## src/cmws_pkg.sv

```systemverilog
// Shared types, register map and helper functions for the colour math stage.
// No dependencies; used by color_math_window_stage_core.
`timescale 1ns / 1ps
`default_nettype none

package cmws_pkg;

    // Register byte addresses on the configuration port
    localparam int unsigned AddrWidth = 5;
    localparam logic [AddrWidth-1:0] ADDR_WINDOW_BOUNDS = 5'd0;
    localparam logic [AddrWidth-1:0] ADDR_COLOR_WIN_CTRL = 5'd4;
    localparam logic [AddrWidth-1:0] ADDR_MATH_CTRL = 5'd8;
    localparam logic [AddrWidth-1:0] ADDR_FIXED_COLOR = 5'd12;
    localparam logic [AddrWidth-1:0] ADDR_BRIGHTNESS = 5'd16;
    localparam logic [AddrWidth-1:0] ADDR_FORCED_BLANK = 5'd20;

    // Source layer codes
    localparam logic [2:0] SRC_BACKDROP = 3'd5;
    localparam logic [2:0] SRC_LAST_MATH = 3'd5;

    // Window combine codes
    localparam logic [1:0] COMB_OR = 2'd0;
    localparam logic [1:0] COMB_AND = 2'd1;
    localparam logic [1:0] COMB_XOR = 2'd2;
    localparam logic [1:0] COMB_XNOR = 2'd3;

    // Clip / prevent-math modes
    localparam logic [1:0] MODE_NEVER = 2'd0;
    localparam logic [1:0] MODE_OUTSIDE = 2'd1;
    localparam logic [1:0] MODE_INSIDE = 2'd2;
    localparam logic [1:0] MODE_ALWAYS = 2'd3;

    // Reciprocal of 15 in Q15, exact for products below 4096
    localparam logic [11:0] RECIP_15 = 12'd2185;

    typedef struct packed {
        logic [4:0] blue;
        logic [4:0] green;
        logic [4:0] red;
    } rgb5_t;

    typedef struct packed {
        rgb5_t      sub_color;
        rgb5_t      main_color;
        logic [7:0] pixel_x;
    } pix_data_t;

    typedef struct packed {
        logic [2:0] sub_source;
        logic [2:0] main_source;
    } pix_user_t;

    typedef struct packed {
        logic       half;
        logic       subtract;
        logic       use_sub;
        logic [5:0] layer_mask;
        logic [1:0] prevent_mode;
        logic [1:0] clip_mode;
    } math_ctrl_t;

    function automatic logic in_range(input logic [7:0] x, input logic [7:0] lo,
                                      input logic [7:0] hi);
        return (x >= lo) && (x <= hi);
    endfunction

    function automatic logic mode_hits(input logic [1:0] mode, input logic win);
        return (mode == MODE_ALWAYS) || ((mode == MODE_INSIDE) && win)
            || ((mode == MODE_OUTSIDE) && !win);
    endfunction

    // One component: add or subtract, floor at 0, optional halve, clamp to 31
    function automatic logic [4:0] mix_comp(input logic [4:0] m, input logic [4:0] op,
                                            input logic subtract, input logic halve);
        logic [5:0] v;
        logic [5:0] w;
        v = subtract ? (({1'b0, m} < {1'b0, op}) ? 6'd0 : ({1'b0, m} - {1'b0, op}))
                     : ({1'b0, m} + {1'b0, op});
        w = halve ? {1'b0, v[5:1]} : v;
        return w[5] ? 5'd31 : w[4:0];
    endfunction

    function automatic logic [7:0] expand5(input logic [4:0] c);
        return {c, c[4:2]};
    endfunction

endpackage

`default_nettype wire

```

## src/color_math_window_stage_core.sv

```systemverilog
// Colour window, clip, colour math, 5-to-8 bit expansion and brightness scaling.
// Depends on cmws_pkg.
//
//  port group    | dir | handshake           | payload
//  s_axis_*      | in  | tvalid/tready       | tdata: pixel + colours, tuser: sources
//  m_axis_*      | out | tvalid/tready       | tdata: out rgb, 8 bits each
//  APB (p*)      | in  | psel/penable/pready | 32-bit registers at 4*index
//
// Three register stages: input register, brightness product, divided result.
// One pixel per cycle sustained while m_axis_tready is high.
// Each stage moves whenever its successor is empty or moving, so a stall on
// m_axis_tready backs up stage by stage without losing requests.
// Synchronous aresetn clears valid flags and config, sets brightness 15, blank on.
`timescale 1ns / 1ps
`default_nettype none

module color_math_window_stage_core (
    input  wire logic        aclk,
    input  wire logic        aresetn,
    input  wire logic        s_axis_tvalid,
    output logic             s_axis_tready,
    // [7:0] pixel_x, [12:8] main_red, [17:13] main_green, [22:18] main_blue,
    // [27:23] sub_red, [32:28] sub_green, [37:33] sub_blue, [39:38] zero
    input  wire logic [39:0] s_axis_tdata,
    // [2:0] main_source, [5:3] sub_source
    input  wire logic [5:0]  s_axis_tuser,
    output logic             m_axis_tvalid,
    input  wire logic        m_axis_tready,
    // [7:0] out_red, [15:8] out_green, [23:16] out_blue
    output logic [23:0]      m_axis_tdata,
    input  wire logic        psel,
    input  wire logic        penable,
    input  wire logic        pwrite,
    input  wire logic [cmws_pkg::AddrWidth-1:0] paddr,
    input  wire logic [31:0] pwdata,
    output logic [31:0]      prdata,
    output logic             pready
);

    // ---------------- configuration ----------------
    logic [31:0]          win_bounds_reg;
    logic [5:0]           win_ctrl_reg;
    cmws_pkg::math_ctrl_t math_ctrl_reg;
    cmws_pkg::rgb5_t      fixed_color_reg;
    logic [3:0]           brightness_reg;
    logic                 forced_blank_reg;
    logic                 cfg_wr;

    assign pready = 1'b1;
    assign cfg_wr = psel && penable && pwrite;

    always_ff @(posedge aclk) begin
        if (!aresetn) begin
            win_bounds_reg   <= '0;
            win_ctrl_reg     <= '0;
            math_ctrl_reg    <= '0;
            fixed_color_reg  <= '0;
            brightness_reg   <= 4'd15;
            forced_blank_reg <= 1'b1;
        end else if (cfg_wr) begin
            unique case (paddr)
                cmws_pkg::ADDR_WINDOW_BOUNDS:  win_bounds_reg   <= pwdata;
                cmws_pkg::ADDR_COLOR_WIN_CTRL: win_ctrl_reg     <= pwdata[5:0];
                cmws_pkg::ADDR_MATH_CTRL:      math_ctrl_reg    <= pwdata[12:0];
                cmws_pkg::ADDR_FIXED_COLOR:    fixed_color_reg  <= pwdata[14:0];
                cmws_pkg::ADDR_BRIGHTNESS:     brightness_reg   <= pwdata[3:0];
                cmws_pkg::ADDR_FORCED_BLANK:   forced_blank_reg <= pwdata[0];
                default: ;
            endcase
        end
    end

    always_comb begin
        unique case (paddr)
            cmws_pkg::ADDR_WINDOW_BOUNDS:  prdata = win_bounds_reg;
            cmws_pkg::ADDR_COLOR_WIN_CTRL: prdata = {26'd0, win_ctrl_reg};
            cmws_pkg::ADDR_MATH_CTRL:      prdata = {19'd0, math_ctrl_reg};
            cmws_pkg::ADDR_FIXED_COLOR:    prdata = {17'd0, fixed_color_reg};
            cmws_pkg::ADDR_BRIGHTNESS:     prdata = {28'd0, brightness_reg};
            cmws_pkg::ADDR_FORCED_BLANK:   prdata = {31'd0, forced_blank_reg};
            default:                       prdata = '0;
        endcase
    end

    // ---------------- pipeline control ----------------
    logic in_valid_reg, prod_valid_reg, out_valid_reg;
    logic out_ready, prod_ready, in_ready;

    assign out_ready  = !out_valid_reg || m_axis_tready;
    assign prod_ready = !prod_valid_reg || out_ready;
    assign in_ready   = !in_valid_reg || prod_ready;
    assign s_axis_tready = in_ready;
    assign m_axis_tvalid = out_valid_reg;

    always_ff @(posedge aclk) begin
        if (!aresetn) begin
            in_valid_reg   <= 1'b0;
            prod_valid_reg <= 1'b0;
            out_valid_reg  <= 1'b0;
        end else begin
            if (in_ready)   in_valid_reg   <= s_axis_tvalid;
            if (prod_ready) prod_valid_reg <= in_valid_reg;
            if (out_ready)  out_valid_reg  <= prod_valid_reg;
        end
    end

    // ---------------- stage 1: input register ----------------
    cmws_pkg::pix_data_t pix_reg;
    cmws_pkg::pix_user_t src_reg;

    always_ff @(posedge aclk) begin
        if (in_ready && s_axis_tvalid) begin
            pix_reg <= s_axis_tdata[37:0];
            src_reg <= s_axis_tuser;
        end
    end

    // ---------------- window, clip and colour math ----------------
    logic t1, t2, e1, e2, win;
    logic sub_real, math_on, clip_on, halve_eff;
    cmws_pkg::rgb5_t main_c, op_c, mix_c;
    logic [11:0] prod_r_next, prod_g_next, prod_b_next;

    always_comb begin
        e1 = win_ctrl_reg[0];
        e2 = win_ctrl_reg[2];
        t1 = cmws_pkg::in_range(pix_reg.pixel_x, win_bounds_reg[7:0], win_bounds_reg[15:8])
             ^ win_ctrl_reg[1];
        t2 = cmws_pkg::in_range(pix_reg.pixel_x, win_bounds_reg[23:16], win_bounds_reg[31:24])
             ^ win_ctrl_reg[3];
        priority if (e1 && e2) begin
            unique case (win_ctrl_reg[5:4])
                cmws_pkg::COMB_OR:   win = t1 || t2;
                cmws_pkg::COMB_AND:  win = t1 && t2;
                cmws_pkg::COMB_XOR:  win = t1 ^ t2;
                cmws_pkg::COMB_XNOR: win = !(t1 ^ t2);
                default:             win = 1'b0;
            endcase
        end else if (e1) begin
            win = t1;
        end else if (e2) begin
            win = t2;
        end else begin
            win = 1'b0;
        end

        clip_on  = cmws_pkg::mode_hits(math_ctrl_reg.clip_mode, win);
        sub_real = math_ctrl_reg.use_sub && (src_reg.sub_source != cmws_pkg::SRC_BACKDROP);
        // sources six and seven never take part in math
        math_on  = (src_reg.main_source <= cmws_pkg::SRC_LAST_MATH)
                   && math_ctrl_reg.layer_mask[src_reg.main_source]
                   && !cmws_pkg::mode_hits(math_ctrl_reg.prevent_mode, win);
        halve_eff = math_ctrl_reg.half && (sub_real || !math_ctrl_reg.use_sub);

        main_c = clip_on ? '0 : pix_reg.main_color;
        op_c   = sub_real ? pix_reg.sub_color : fixed_color_reg;
        mix_c.red   = cmws_pkg::mix_comp(main_c.red, op_c.red,
                                         math_ctrl_reg.subtract, halve_eff);
        mix_c.green = cmws_pkg::mix_comp(main_c.green, op_c.green,
                                         math_ctrl_reg.subtract, halve_eff);
        mix_c.blue  = cmws_pkg::mix_comp(main_c.blue, op_c.blue,
                                         math_ctrl_reg.subtract, halve_eff);
        if (!math_on) begin
            mix_c = main_c;
        end

        prod_r_next = {4'd0, cmws_pkg::expand5(mix_c.red)} * {8'd0, brightness_reg};
        prod_g_next = {4'd0, cmws_pkg::expand5(mix_c.green)} * {8'd0, brightness_reg};
        prod_b_next = {4'd0, cmws_pkg::expand5(mix_c.blue)} * {8'd0, brightness_reg};
        if (forced_blank_reg) begin
            prod_r_next = '0;
            prod_g_next = '0;
            prod_b_next = '0;
        end
    end

    // ---------------- stage 2: brightness products ----------------
    logic [11:0] prod_r_reg, prod_g_reg, prod_b_reg;

    always_ff @(posedge aclk) begin
        if (prod_ready && in_valid_reg) begin
            prod_r_reg <= prod_r_next;
            prod_g_reg <= prod_g_next;
            prod_b_reg <= prod_b_next;
        end
    end

    // ---------------- stage 3: divide by 15 ----------------
    logic [23:0] quot_r, quot_g, quot_b;
    logic [7:0]  out_r_reg, out_g_reg, out_b_reg;

    assign quot_r = prod_r_reg * cmws_pkg::RECIP_15;
    assign quot_g = prod_g_reg * cmws_pkg::RECIP_15;
    assign quot_b = prod_b_reg * cmws_pkg::RECIP_15;

    always_ff @(posedge aclk) begin
        if (out_ready && prod_valid_reg) begin
            out_r_reg <= quot_r[22:15];
            out_g_reg <= quot_g[22:15];
            out_b_reg <= quot_b[22:15];
        end
    end

    assign m_axis_tdata = {out_b_reg, out_g_reg, out_r_reg};

endmodule

`default_nettype wire

```

## config.mk

```make
export PLATFORM = sky130hd
export DESIGN_NAME = color_math_window_stage_core
export DESIGN_NICKNAME = d
export VERILOG_FILES = /design/src/cmws_pkg.sv /design/src/color_math_window_stage_core.sv
export SDC_FILE = /design/constraint.sdc
export NUM_CORES = 1
export LEC_CHECK = 0
export ABC_AREA = 1
export BUFFER_PORTS_ARGS = -buffer_cell sky130_fd_sc_hd__buf_2
export CORE_ASPECT_RATIO = 1.1
export CORE_MARGIN = 1.5
export CORE_UTILIZATION = 35
export CTS_CLUSTER_DIAMETER = 30
export DETAILED_ROUTE_END_ITERATION = 10
export SETUP_SLACK_MARGIN = 0.3
export SYNTH_ARGS = -nofsm -noshare
export SYNTH_HDL_FRONTEND = slang
export SYNTH_SLANG_ARGS = --single-unit
export TNS_END_PERCENT = 1
```

## constraint.sdc

```tcl
create_clock -name aclk -period 8.75 [get_ports aclk]
set_input_delay 0.875 -clock aclk [delete_from_list [all_inputs] [get_ports aclk]]
set_output_delay 0.875 -clock aclk [all_outputs]
set_load 0.005 [all_outputs]
```

==> metrics.yaml, run 1 <==
cts_root_buf: "sky130_fd_sc_hd__clkbuf_16"
start_kind: "flop"
worstReg2RegStart: "pix_reg[5]"
fillers: 4457
power.share.switching: 0.349
timing.final.max_slew_violations: 0
fp.dieArea_sq_um: 45300
routed_wire_length_per_instance_um: 13.8
critPathCaptureType: "flop"
detail_route.first_pass.iterations: 5
antenna_cells: 0
initial_antenna_violation_count: 1
detail_route.drc_violations: 0
grt_max_degree: 68
tns_ns: 0
groute.usage.overall: 0.158
clkPwrFrac: 0.304
post-route-period-util: 0.897
maximum_clock_skew_at_final_layout_ns: 0.0302
critical_path.max_stage_delay_ns: 0.52
cp_slowest_cell: "sky130_fd_sc_hd__fa_1"
critical_path_class: "reg -> reg"
rsz_0062_raised_after_global_routing: "false"
postSynthCellCount: 1820
dp.cells: 2501
clkSlewWorstSetupHoldPaths_ns: 0.07
post-route-cell-area_sq_um: 17400
netlist_area_sq_um: 15400
cts_tree: "built"
count_of_warnings_emitted_by_yosys: 0
clkLatencyLatePin_ns: 0.48
cpMostUsedCell: "sky130_fd_sc_hd__nor2_1"
synth_top_flop_cell: "sky130_fd_sc_hd__edfxtp_1"
place.port_buffers: 145
avgViaCountPerCell: 4.81
dr.first_iter.drc_count: 540
max-vdd-ir-drop_v: 0.000161
grt_pass1_wl_um: 57400
worstPathRequired_ns: 8.96
drv_cap: 0
timing.final.hold_violations: 0
initial_core_util: 0.355
drt-total-wl_um: 35000
worstPathMaxFanout: 12
post-layout-total-power_mw: 2.61
boundaryPins: 149
syn_to_final_growth_pct: 12.8
cts-buffers-inserted: 17
seq_area_frac_synth: 0.299
globalRouteOverflowTotal: 0
timing.final.crit_period_ns: 7.85
drive_above_1_share: 0.135
clock_sinks: 178
postSynthNetCount: 2258
holdCritPathClass: "reg -> reg"
leakage_power_total_nw: 8.56
core-area_sq_um: 43400
gpl.final_weighted_congestion: 0.861
worst-path-stages: 48
stdcell_count: 2535
power.density_nw_per_um2: 150
utilization_after_layout: 0.400
slew-limit-headroom: 0.288
crit_buf_inv: 6
final_antenna_net_count: 0
tightest_slew_ns: 1.06
first_global_vias: 11800
critical_path.top_delay_family: "simple AND/OR/NAND/NOR gates"
hold_depth: 2
cellInternalPower_mw: 1.70
timing.hold.worst.start: "win_bounds_reg[14]"
htree_levels: 4
r2r_cells: 48
dieHeight_um: 223
postPlaceCellArea_sq_um: 16700
cts-root-to-sink-buffers: 2
syn-mean-instance-area_sq_um: 8.46
power_switching_mw: 0.910
crit_start: "pix_reg[5]"
fp.dieW_um: 203
synth-edff-count: 104
largest_reg_flops: 38
comb_power_share: 0.338
nets: 2387
synth-async-reset-ratio: 0
vias: 12200
post-dp-hpwl_um: 28200
ys_seq_elements: 178
arrival_ns: 8.06
synth_cell_type_count: 46
setup-violations-final: 0
fmax_ghz: 0.127
rows: 80
status: "completed"
p_seq_frac: 0.358
-- metal layers --
layer / routed length, um / vias to the layer above / global-route usage
li1: - / 6282 / -
met1: 16200 / 5665 / 0.201
met2: 17000 / 228 / 0.277
met3: 1280 / 29 / 0.0250
met4: 454 / 2 / 0.0413
met5: 13 / - / 0
-- placed cells by master (no fill, tap or decap), drive strengths merged, types with 14 or more instances in the layout --
cell type  instances
nand4             14
buf              154
clkbuf            20
nor2             211
fa                56
ha               292
o21ai            145
inv              335
xor2              21
a21oi            142
edfxtp           104
nand2            225
nand3             84
dfxtp             74
-- power by group through the flow --
stage / sequential [mW] / clock (mW) / combinational [mW]
global placement: 0.952 / 0 / 0.855
floorplan: 0.949 / 0 / 0.675
finish: 0.933 / 0.793 / 0.883
detailed placement: 0.953 / 0 / 0.878
global route: 0.936 / 0.845 / 1.05
CTS: 0.934 / 0.812 / 0.892
-- Yosys cell counts, types with 2 or more instances --
cell,instances,area [sq um]
sky130_fd_sc_hd__a221oi_1,4,35.0
sky130_fd_sc_hd__xor2_1,21,184
sky130_fd_sc_hd__a21o_1,4,30.0
sky130_fd_sc_hd__nand2_2,19,119
sky130_fd_sc_hd__o21bai_1,11,82.6
sky130_fd_sc_hd__clkbuf_1,36,135
sky130_fd_sc_hd__inv_2,9,33.8
sky130_fd_sc_hd__nand3_1,64,320
sky130_fd_sc_hd__buf_2,7,35.0
sky130_fd_sc_hd__nand3_2,19,190
sky130_fd_sc_hd__o2111ai_1,2,17.5
sky130_fd_sc_hd__edfxtp_1,104,3120
sky130_fd_sc_hd__nor2_4,3,33.8
sky130_fd_sc_hd__o21ai_1,6,30.0
sky130_fd_sc_hd__nand2_4,5,56.3
sky130_fd_sc_hd__o21ai_2,4,35.0
sky130_fd_sc_hd__nand3b_1,3,22.5
sky130_fd_sc_hd__inv_1,320,1200
sky130_fd_sc_hd__o31ai_1,4,30.0
sky130_fd_sc_hd__ha_1,292,3650
sky130_fd_sc_hd__a31oi_1,2,12.5
sky130_fd_sc_hd__o221ai_1,5,43.8
sky130_fd_sc_hd__fa_1,56,1120
sky130_fd_sc_hd__dfxtp_1,74,1480
sky130_fd_sc_hd__nor3_1,6,30.0
sky130_fd_sc_hd__o21a_1,3,22.5
sky130_fd_sc_hd__a21oi_1,140,701
sky130_fd_sc_hd__o21ai_0,135,676
sky130_fd_sc_hd__a21oi_2,2,17.5
sky130_fd_sc_hd__or2_2,2,12.5
sky130_fd_sc_hd__clkinv_1,2,7.51
sky130_fd_sc_hd__a211oi_1,3,22.5
sky130_fd_sc_hd__o22ai_1,3,18.8
sky130_fd_sc_hd__nand4_1,14,87.6
sky130_fd_sc_hd__xnor2_1,8,70.1
sky130_fd_sc_hd__nor2_2,9,56.3
sky130_fd_sc_hd__o211ai_1,12,90.1
sky130_fd_sc_hd__nand2_1,201,754
sky130_fd_sc_hd__nor2_1,199,747
-- worst register-to-register path, delay by kind of cell, from the launching register on --
kind                     cells  cell delay, ns
AO/OA/AOI/OAI               10            1.62
adder cells (fa/ha/maj)      6            2.17
XOR/XNOR                     2            0.33
AND/OR/NAND/NOR             24            2.38
buffers and inverters        6            0.64
flip-flops                   1            0.43
-- repair_timing --
action,in CTS,in global routing
buffers inserted,0,3
setup endpoints to repair,0,6
hold buffers,0,0
resized for setup,0,9
-- through the flow --
stage	setup slack (ns)	hold WS (ns)
floorplan	1.48	0.445
global placement	0.801	0.466
detailed placement	0.658	0.479
CTS	0.621	0.490
global route	0.220	0.511
finish	0.901	0.486
-- layout make-up --
cell class	instances	area (sq um)	share of cell area
inverter	331	1240	0.0715
timing repair buffer	154	793	0.0457
clock buffer	20	479	0.0276
clock inverter	11	114	0.00655
sequential	178	4600	0.265
tap	574	718	0.0413
multi-input combinational	1267	9420	0.542
-- worst paths after layout --
check                  endpoint  slack [ns]
max              prod_r_reg[11]        0.90
min          win_bounds_reg[14]        0.49
max reg2reg      prod_r_reg[11]        0.90
min reg2reg  win_bounds_reg[14]        0.49
-- cells by family (layout without fill, tap and decap cells) --
logic type | count (synthesis) | in the layout | synth area share
other | 1 | 1 | 0.000243
AO/OA/AOI/OAI | 343 | 343 | 0.123
buffers and inverters | 375 | 516 | 0.0922
XOR/XNOR | 29 | 29 | 0.0165
flip-flops | 178 | 178 | 0.299
adder cells (fa/ha/maj) | 348 | 348 | 0.310
AND/OR/NAND/NOR | 546 | 546 | 0.159
(Power assumes the default switching activity.)
==> run 2: changes to the inputs <==
ABC_CLOCK_PERIOD_IN_PS = 7600   (was default)
BUFFER_PORTS_ARGS = default   (was -buffer_cell sky130_fd_sc_hd__buf_2)
DONT_BUFFER_PORTS = 1   (was default)
clock period = 7.6 ns   (was 8.75 ns; I/O delays follow)
==> run 2 against run 1 <==
Compared with the run above:
- clock power increased by 18%
- hold slack worse by 0.11 ns
- via count shrank 2.6%
- register-to-register slack got worse by 0.67 ns
- combinational power up 25%
- count of clock-buffer cells in the layout shrank 3
- non-clock buffer count down 103
- largest cell class unchanged
==> metrics.yaml, run 2 (synthesized netlist as in run 1, its figures left out) <==
status: "completed"  # unchanged
dieHeight_um: 223  # unchanged
holdBufCountCts: 0  # unchanged
final_common_cell: "sky130_fd_sc_hd__inv_1"  # unchanged
holdCritPathClass: "in -> reg"  # was reg -> reg
first_global_vias: 11600  # was 11,800
htree_levels: 4  # unchanged
initial_core_util: 0.355  # unchanged
routed_wire_length_per_instance_um: 14.9  # was 13.8 um
clkPwrFrac: 0.301  # was 0.304
antenna_cells: 0  # unchanged
critical_path_class: "reg -> reg"  # unchanged
timing.final.crit_period_ns: 7.37  # was 7.85 ns
nets: 2284  # was 2,387
detail_route.drc_violations: 0  # unchanged
drive_above_1_share: 0.130  # was 0.135
multi_input_comb_area_sq_um: 9850  # was 9420 sq um
comb_power_share: 0.354  # was 0.338
critPathCaptureType: "flop"  # unchanged
cts_root_buf: "sky130_fd_sc_hd__clkbuf_16"  # unchanged
place.port_buffers: 0  # was 145
vias: 11900  # was 12,200
initial_antenna_violation_count: 0  # was 1
setup-violations-final: 0  # unchanged
clkSlewWorstSetupHoldPaths_ns: 0.09  # was 0.07 ns
power.density_nw_per_um2: 178  # was 150 nW/um^2
final_antenna_net_count: 0  # unchanged
fp.dieArea_sq_um: 45300  # unchanged
start_kind: "flop"  # unchanged
cts_tree: "built"  # unchanged
groute.usage.overall: 0.162  # was 0.158
post-dp-hpwl_um: 28600  # was 28,200 um
fp.dieW_um: 203  # unchanged
leakage_power_total_nw: 8.18  # was 8.56 nW
register_cell_area_after_layout_sq_um: 4600  # unchanged
critical_path.max_stage_delay_ns: 0.54  # was 0.52 ns
slew-limit-headroom: 0.324  # was 0.288
arrival_ns: 7.59  # was 8.06 ns
gpl.final_weighted_congestion: 0.866  # was 0.861
tightest_slew_ns: 1.01  # was 1.06 ns
worst_hold_slack_ns: 0.374  # was 0.486 ns
core-area_sq_um: 43400  # unchanged
rows: 80  # unchanged
cts-root-to-sink-buffers: 2  # unchanged
final_cell_mix: "312 x sky130_fd_sc_hd__inv_1, 271 x sky130_fd_sc_hd__ha_1, 188 x sky130_fd_sc_hd__nand2_1"  # was 319 x sky130_fd_sc_hd__inv_1, 292 x sky130_fd_sc_hd__ha_1, 201 x sky130_fd_sc_hd__nand2_1
syn_to_final_growth_pct: 13.5  # was 12.8%
grt_pass1_wl_um: 58400  # was 57,400 um
tns_ns: 0  # unchanged
avgViaCountPerCell: 4.88  # was 4.81
power.share.switching: 0.367  # was 0.349
grt_max_degree: 68  # unchanged
post-route-period-util: 0.970  # was 0.897
clkLatencyLatePin_ns: 0.47  # was 0.48 ns
stdcell_count: 2433  # was 2,535
max-vdd-ir-drop_v: 0.000203  # was 0.000161 V
boundaryPins: 149  # unchanged
clock_sinks: 178  # unchanged
power_switching_mw: 1.15  # was 0.910 mW
fmax_ghz: 0.136  # was 0.127 GHz
cellInternalPower_mw: 1.97  # was 1.70 mW
detail_route.first_pass.iterations: 5  # unchanged
timing.final.max_slew_violations: 0  # unchanged
fillers: 4428  # was 4,457
drt-total-wl_um: 36400  # was 35,000 um
cts-buffers-inserted: 17  # unchanged
worstPathRequired_ns: 7.81  # was 8.96 ns
drv_cap: 0  # unchanged
timing.final.hold_violations: 0  # unchanged
dp.cells: 2374  # was 2,501
largest_reg_flops: 38  # unchanged
dr.first_iter.drc_count: 616  # was 540
p_seq_frac: 0.345  # was 0.358
maximum_clock_skew_at_final_layout_ns: 0.0190  # was 0.0302 ns
cp_slowest_cell: "sky130_fd_sc_hd__fa_1"  # unchanged
worstPathMaxFanout: 6  # was 12
rsz_0062_raised_after_global_routing: "true"  # was false
globalRouteOverflowTotal: 0  # unchanged
==> run 2: changes by cell type in the layout (fill, tap and decap cells not counted), moves of 7 or more <==
cell | previous run | this run
sky130_fd_sc_hd__inv_1 | 319 | 312
sky130_fd_sc_hd__nor2_2 | 9 | 24
sky130_fd_sc_hd__ha_1 | 292 | 271
sky130_fd_sc_hd__ha_4 | 0 | 16
sky130_fd_sc_hd__inv_2 | 10 | 17
sky130_fd_sc_hd__nand2_2 | 18 | 29
sky130_fd_sc_hd__buf_2 | 145 | 0
sky130_fd_sc_hd__nor2_1 | 197 | 179
sky130_fd_sc_hd__nand2_1 | 201 | 188
sky130_fd_sc_hd__buf_4 | 9 | 46
==> run 2: what timing repair did <==
item | in CTS | in global routing
hold endpoints to repair | 0 | 0
resized for setup | 38 | 66
pin swaps | 19 | 51
gates cloned | 1 | 1
endpoints found under the setup margin | 8 | 14
setup buffers | 9 | 16
==> run 2: metal layers <==
metal | GRT usage | routed length (um) | vias up
li1 | - | - | 6082
met1 | 0.199 | 16100 | 5513
met2 | 0.282 | 18000 | 242
met3 | 0.0332 | 1570 | 47
met4 | 0.0528 | 743 | 0
met5 | 0 | 0 | -
==> run 2: per-stage QoR <==
step                       util  total power [mW]  instance area, sq um  setup WS, ns
after floorplan               -              1.87                 15400         0.328
after global placement    0.371              2.08                 16100        0.0427
after detailed placement  0.371              2.11                 16100        -0.118
after CTS                 0.391              3.12                 17000         0.274
after global routing      0.402              3.38                 17500        -0.257
final                     0.402              3.12                 17500         0.227
==> run 2: worst paths after layout <==
path / start / endpoint / slack (ns) / cells past startpoint
worst max-delay path: pix_reg[7] / prod_r_reg[11] / 0.23 / 51
worst min register to register: win_bounds_reg[2] / win_bounds_reg[2] / 0.49 / 2
worst max register to register: pix_reg[7] / prod_r_reg[11] / 0.23 / 51
worst min-delay path: s_axis_tdata[1] / pix_reg[1] / 0.37 / 0
==> run 2: power groups by stage <==
stage | Sequential, mW | Combinational (mW) | Clock [mW]
4_1_cts | 1.08 | 1.06 | 0.974
5_1_grt | 1.08 | 1.30 | 1.00
3_5_place_dp | 1.10 | 1.01 | 0
2_1_floorplan | 1.09 | 0.777 | 0
6_report | 1.08 | 1.10 | 0.939
3_3_place_gp | 1.10 | 0.980 | 0
==> run 2: layout make-up <==
class / instances / share of cell area
inverters: 331 / 0.0711
multi-input cells: 1267 / 0.563
clock inverters: 15 / 0.0113
clock buffers: 17 / 0.0243
flip-flops and latches: 178 / 0.263
well taps: 574 / 0.0411
repair buffers: 51 / 0.0255
==> run 2: critical path: cells and delay by family (launching register included) <==
kind / cells / cell delay, ns
AO/OA/AOI/OAI: 9 / 1.21
XOR/XNOR: 1 / 0.14
AND/OR/NAND/NOR: 24 / 2.00
flip-flops: 1 / 0.40
buffers and inverters: 10 / 0.76
adder cells (fa/ha/maj): 7 / 2.56
==> run 3: changes to the inputs <==
CTS_BUF_LIST = sky130_fd_sc_hd__clkbuf_8   (was default)
MAX_ROUTING_LAYER = met4   (was default)
==> run 3 against run 2 <==
Compared with the run above:
- global-route usage up 0.46 points
- combinational power up 13%
- clock power down 25%
- register-to-register slack worse by 0.07 ns
- utilization up 0.27 points
- total power down 3.1%
- final area up 0.68%
- critical path type unchanged
- flip-flop and latch count unchanged
- cell count up 0.74%
- worst setup slack worse by 0.073 ns
- count of clock-buffer cells in the layout unchanged
- maximum frequency down 0.98%
==> metrics.yaml, run 3 (synthesized netlist as in run 1, its figures left out) <==
critical_path_class: "reg -> reg"  # unchanged
fmax_ghz: 0.134  # was 0.136 GHz
grt_max_degree: 68  # unchanged
start_kind: "flop"  # unchanged
worstPathMaxFanout: 4  # was 6
rsz_0062_raised_after_global_routing: "true"  # unchanged
fp.dieW_um: 203  # unchanged
routed_wire_length_per_instance_um: 15.0  # was 14.9 um
htree_levels: 4  # unchanged
post-route-cell-area_sq_um: 17600  # was 17,500 sq um
dieHeight_um: 223  # unchanged
gpl.final_weighted_congestion: 0.892  # was 0.866
groute.usage.overall: 0.167  # was 0.162
detail_route.drc_violations: 0  # unchanged
clkPwrFrac: 0.233  # was 0.301
cts-buffers-inserted: 17  # unchanged
power.density_nw_per_um2: 172  # was 178 nW/um^2
dpl_worst_slack_ns: -0.124  # was -0.118 ns
dp.cells: 2376  # was 2,374
p_seq_frac: 0.356  # was 0.345
timing.final.hold_violations: 0  # unchanged
tightest_slew_ns: 1.08  # was 1.01 ns
power_switching_mw: 1.17  # was 1.15 mW
setup-violations-final: 0  # unchanged
drt-total-wl_um: 36700  # was 36,400 um
cts-root-to-sink-buffers: 2  # unchanged
leakage_power_total_nw: 8.18  # about the same
drv_cap: 0  # unchanged
syn_to_final_growth_pct: 14.3  # was 13.5%
boundaryPins: 149  # unchanged
place.port_buffers: 0  # unchanged
worstPathRequired_ns: 7.87  # was 7.81 ns
postPlaceCellArea_sq_um: 16200  # was 16,100 sq um
worstReg2RegStart: "pix_reg[7]"  # unchanged
initial_core_util: 0.355  # unchanged
avgViaCountPerCell: 4.90  # was 4.88
timing.final.crit_period_ns: 7.45  # was 7.37 ns
status: "completed"  # unchanged
post-dp-hpwl_um: 28800  # was 28,600 um
post-layout-total-power_mw: 3.02  # was 3.12 mW
nets: 2300  # was 2,284
hold_depth: 0  # unchanged
drive_above_1_share: 0.152  # was 0.130
timing.final.ws_setup_ns: 0.154  # was 0.227 ns
slew-limit-headroom: 0.275  # was 0.324
cellInternalPower_mw: 1.85  # was 1.97 mW
clock_sinks: 178  # unchanged
largest_reg_flops: 38  # unchanged
holdCritPathClass: "in -> reg"  # unchanged
max-vdd-ir-drop_v: 0.000170  # was 0.000203 V
cp_slowest_cell: "sky130_fd_sc_hd__fa_2"  # was sky130_fd_sc_hd__fa_1
final_common_cell: "sky130_fd_sc_hd__inv_1"  # unchanged
post-route-period-util: 0.980  # was 0.970
power.share.switching: 0.386  # was 0.367
timing.hold.worst.start: "s_axis_tdata[6]"  # was s_axis_tdata[1]
stdcell_count: 2451  # was 2,433
crit_start: "pix_reg[7]"  # unchanged
vias: 12000  # was 11,900
grt_pass1_wl_um: 58500  # was 58,400 um
detail_route.first_pass.iterations: 5  # unchanged
comb_power_share: 0.410  # was 0.354
fillers: 4393  # was 4,428
final_antenna_net_count: 0  # unchanged
fp.dieArea_sq_um: 45300  # unchanged
worst_hold_slack_ns: 0.318  # was 0.374 ns
dr.first_iter.drc_count: 648  # was 616
tns_ns: 0  # unchanged
utilization_after_layout: 0.405  # was 0.402
cts_root_buf: "sky130_fd_sc_hd__clkbuf_8"  # was sky130_fd_sc_hd__clkbuf_16
first_global_vias: 11800  # was 11,600
critPathCaptureType: "flop"  # unchanged
rows: 80  # unchanged
final_cell_mix: "308 x sky130_fd_sc_hd__inv_1, 270 x sky130_fd_sc_hd__ha_1, 184 x sky130_fd_sc_hd__nand2_1"  # was 312 x sky130_fd_sc_hd__inv_1, 271 x sky130_fd_sc_hd__ha_1, 188 x sky130_fd_sc_hd__nand2_1
initial_antenna_violation_count: 1  # was 0
cpMostUsedCell: "sky130_fd_sc_hd__nand2_1"
clkLatencyLatePin_ns: 0.53  # was 0.47 ns
clkSlewWorstSetupHoldPaths_ns: 0.12  # was 0.09 ns
cts_tree: "built"  # unchanged
arrival_ns: 7.72  # was 7.59 ns
maximum_clock_skew_at_final_layout_ns: 0.0275  # was 0.0190 ns
critical_path.max_stage_delay_ns: 0.63  # was 0.54 ns
globalRouteOverflowTotal: 0  # unchanged
timing.final.max_slew_violations: 0  # unchanged
core-area_sq_um: 43400  # unchanged
r2r_cells: 49  # was 51
## run 3: cell count changes in the layout (fill, tap and decap cells not counted), moves of 5 or more
cell and change:
sky130_fd_sc_hd__nor2_1 -8, sky130_fd_sc_hd__clkbuf_16 -18, sky130_fd_sc_hd__buf_4 +17, sky130_fd_sc_hd__a21oi_1 -7, sky130_fd_sc_hd__nor2_4 +6, sky130_fd_sc_hd__clkbuf_8 +17
sky130_fd_sc_hd__o21ai_0 -5, sky130_fd_sc_hd__a21oi_2 +6
## run 3: area by class of cell
type / instances / area [sq um] / area share
multi-input cells: 1267 / 10100 / 0.571
flip-flops and latches: 178 / 4600 / 0.262
inverters: 331 / 1240 / 0.0706
well taps: 574 / 718 / 0.0408
repair buffers: 67 / 544 / 0.0309
clock buffers: 17 / 234 / 0.0133
clock inverters: 15 / 198 / 0.0112
diodes: 2 / 5.00 / 0.000284
## run 3: worst paths after layout
kind | endpoint | slack (ns)
setup / recovery | prod_r_reg[11] | 0.15
hold / removal | pix_reg[6] | 0.32
setup reg to reg | prod_r_reg[11] | 0.15
hold reg to reg | math_ctrl_reg[8] | 0.49
## run 3: metal layers
layer | vias to the layer above | share of wire | GRT usage
li1 | 6129 | - | -
met4 | 0 | 0.022 | 0.0576
met5 | - | 0 | -
met3 | 43 | 0.046 | 0.0383
met2 | 232 | 0.49 | 0.278
met1 | 5603 | 0.44 | 0.197
## run 3: power by group through the flow
stage                     registers (mW)  logic [mW]  clock network [mW]
after floorplan                     1.09       0.777                   0
after global placement              1.10       0.984                   0
after detailed placement            1.10        1.01                   0
after CTS                           1.08        1.10               0.739
after global routing                1.08        1.42               0.768
final                               1.08        1.24               0.705
## run 3: worst max-delay path, delay by kind of cell, from the launching register on
family                     cells  cell delay [ns]
DFF                            1             0.56
AOI/OAI and AO/OA             10             1.37
and+or+nand+nor               27             2.36
adders and majority gates      7             2.46
buffers and inverters          5             0.41
## run 3: timing repair
action / in CTS / in global routing
hold buffers: 0 / 0
pin swaps: 41 / 80
buffers inserted: 19 / 22
setup endpoints to repair: 10 / 16
resized for setup: 58 / 93
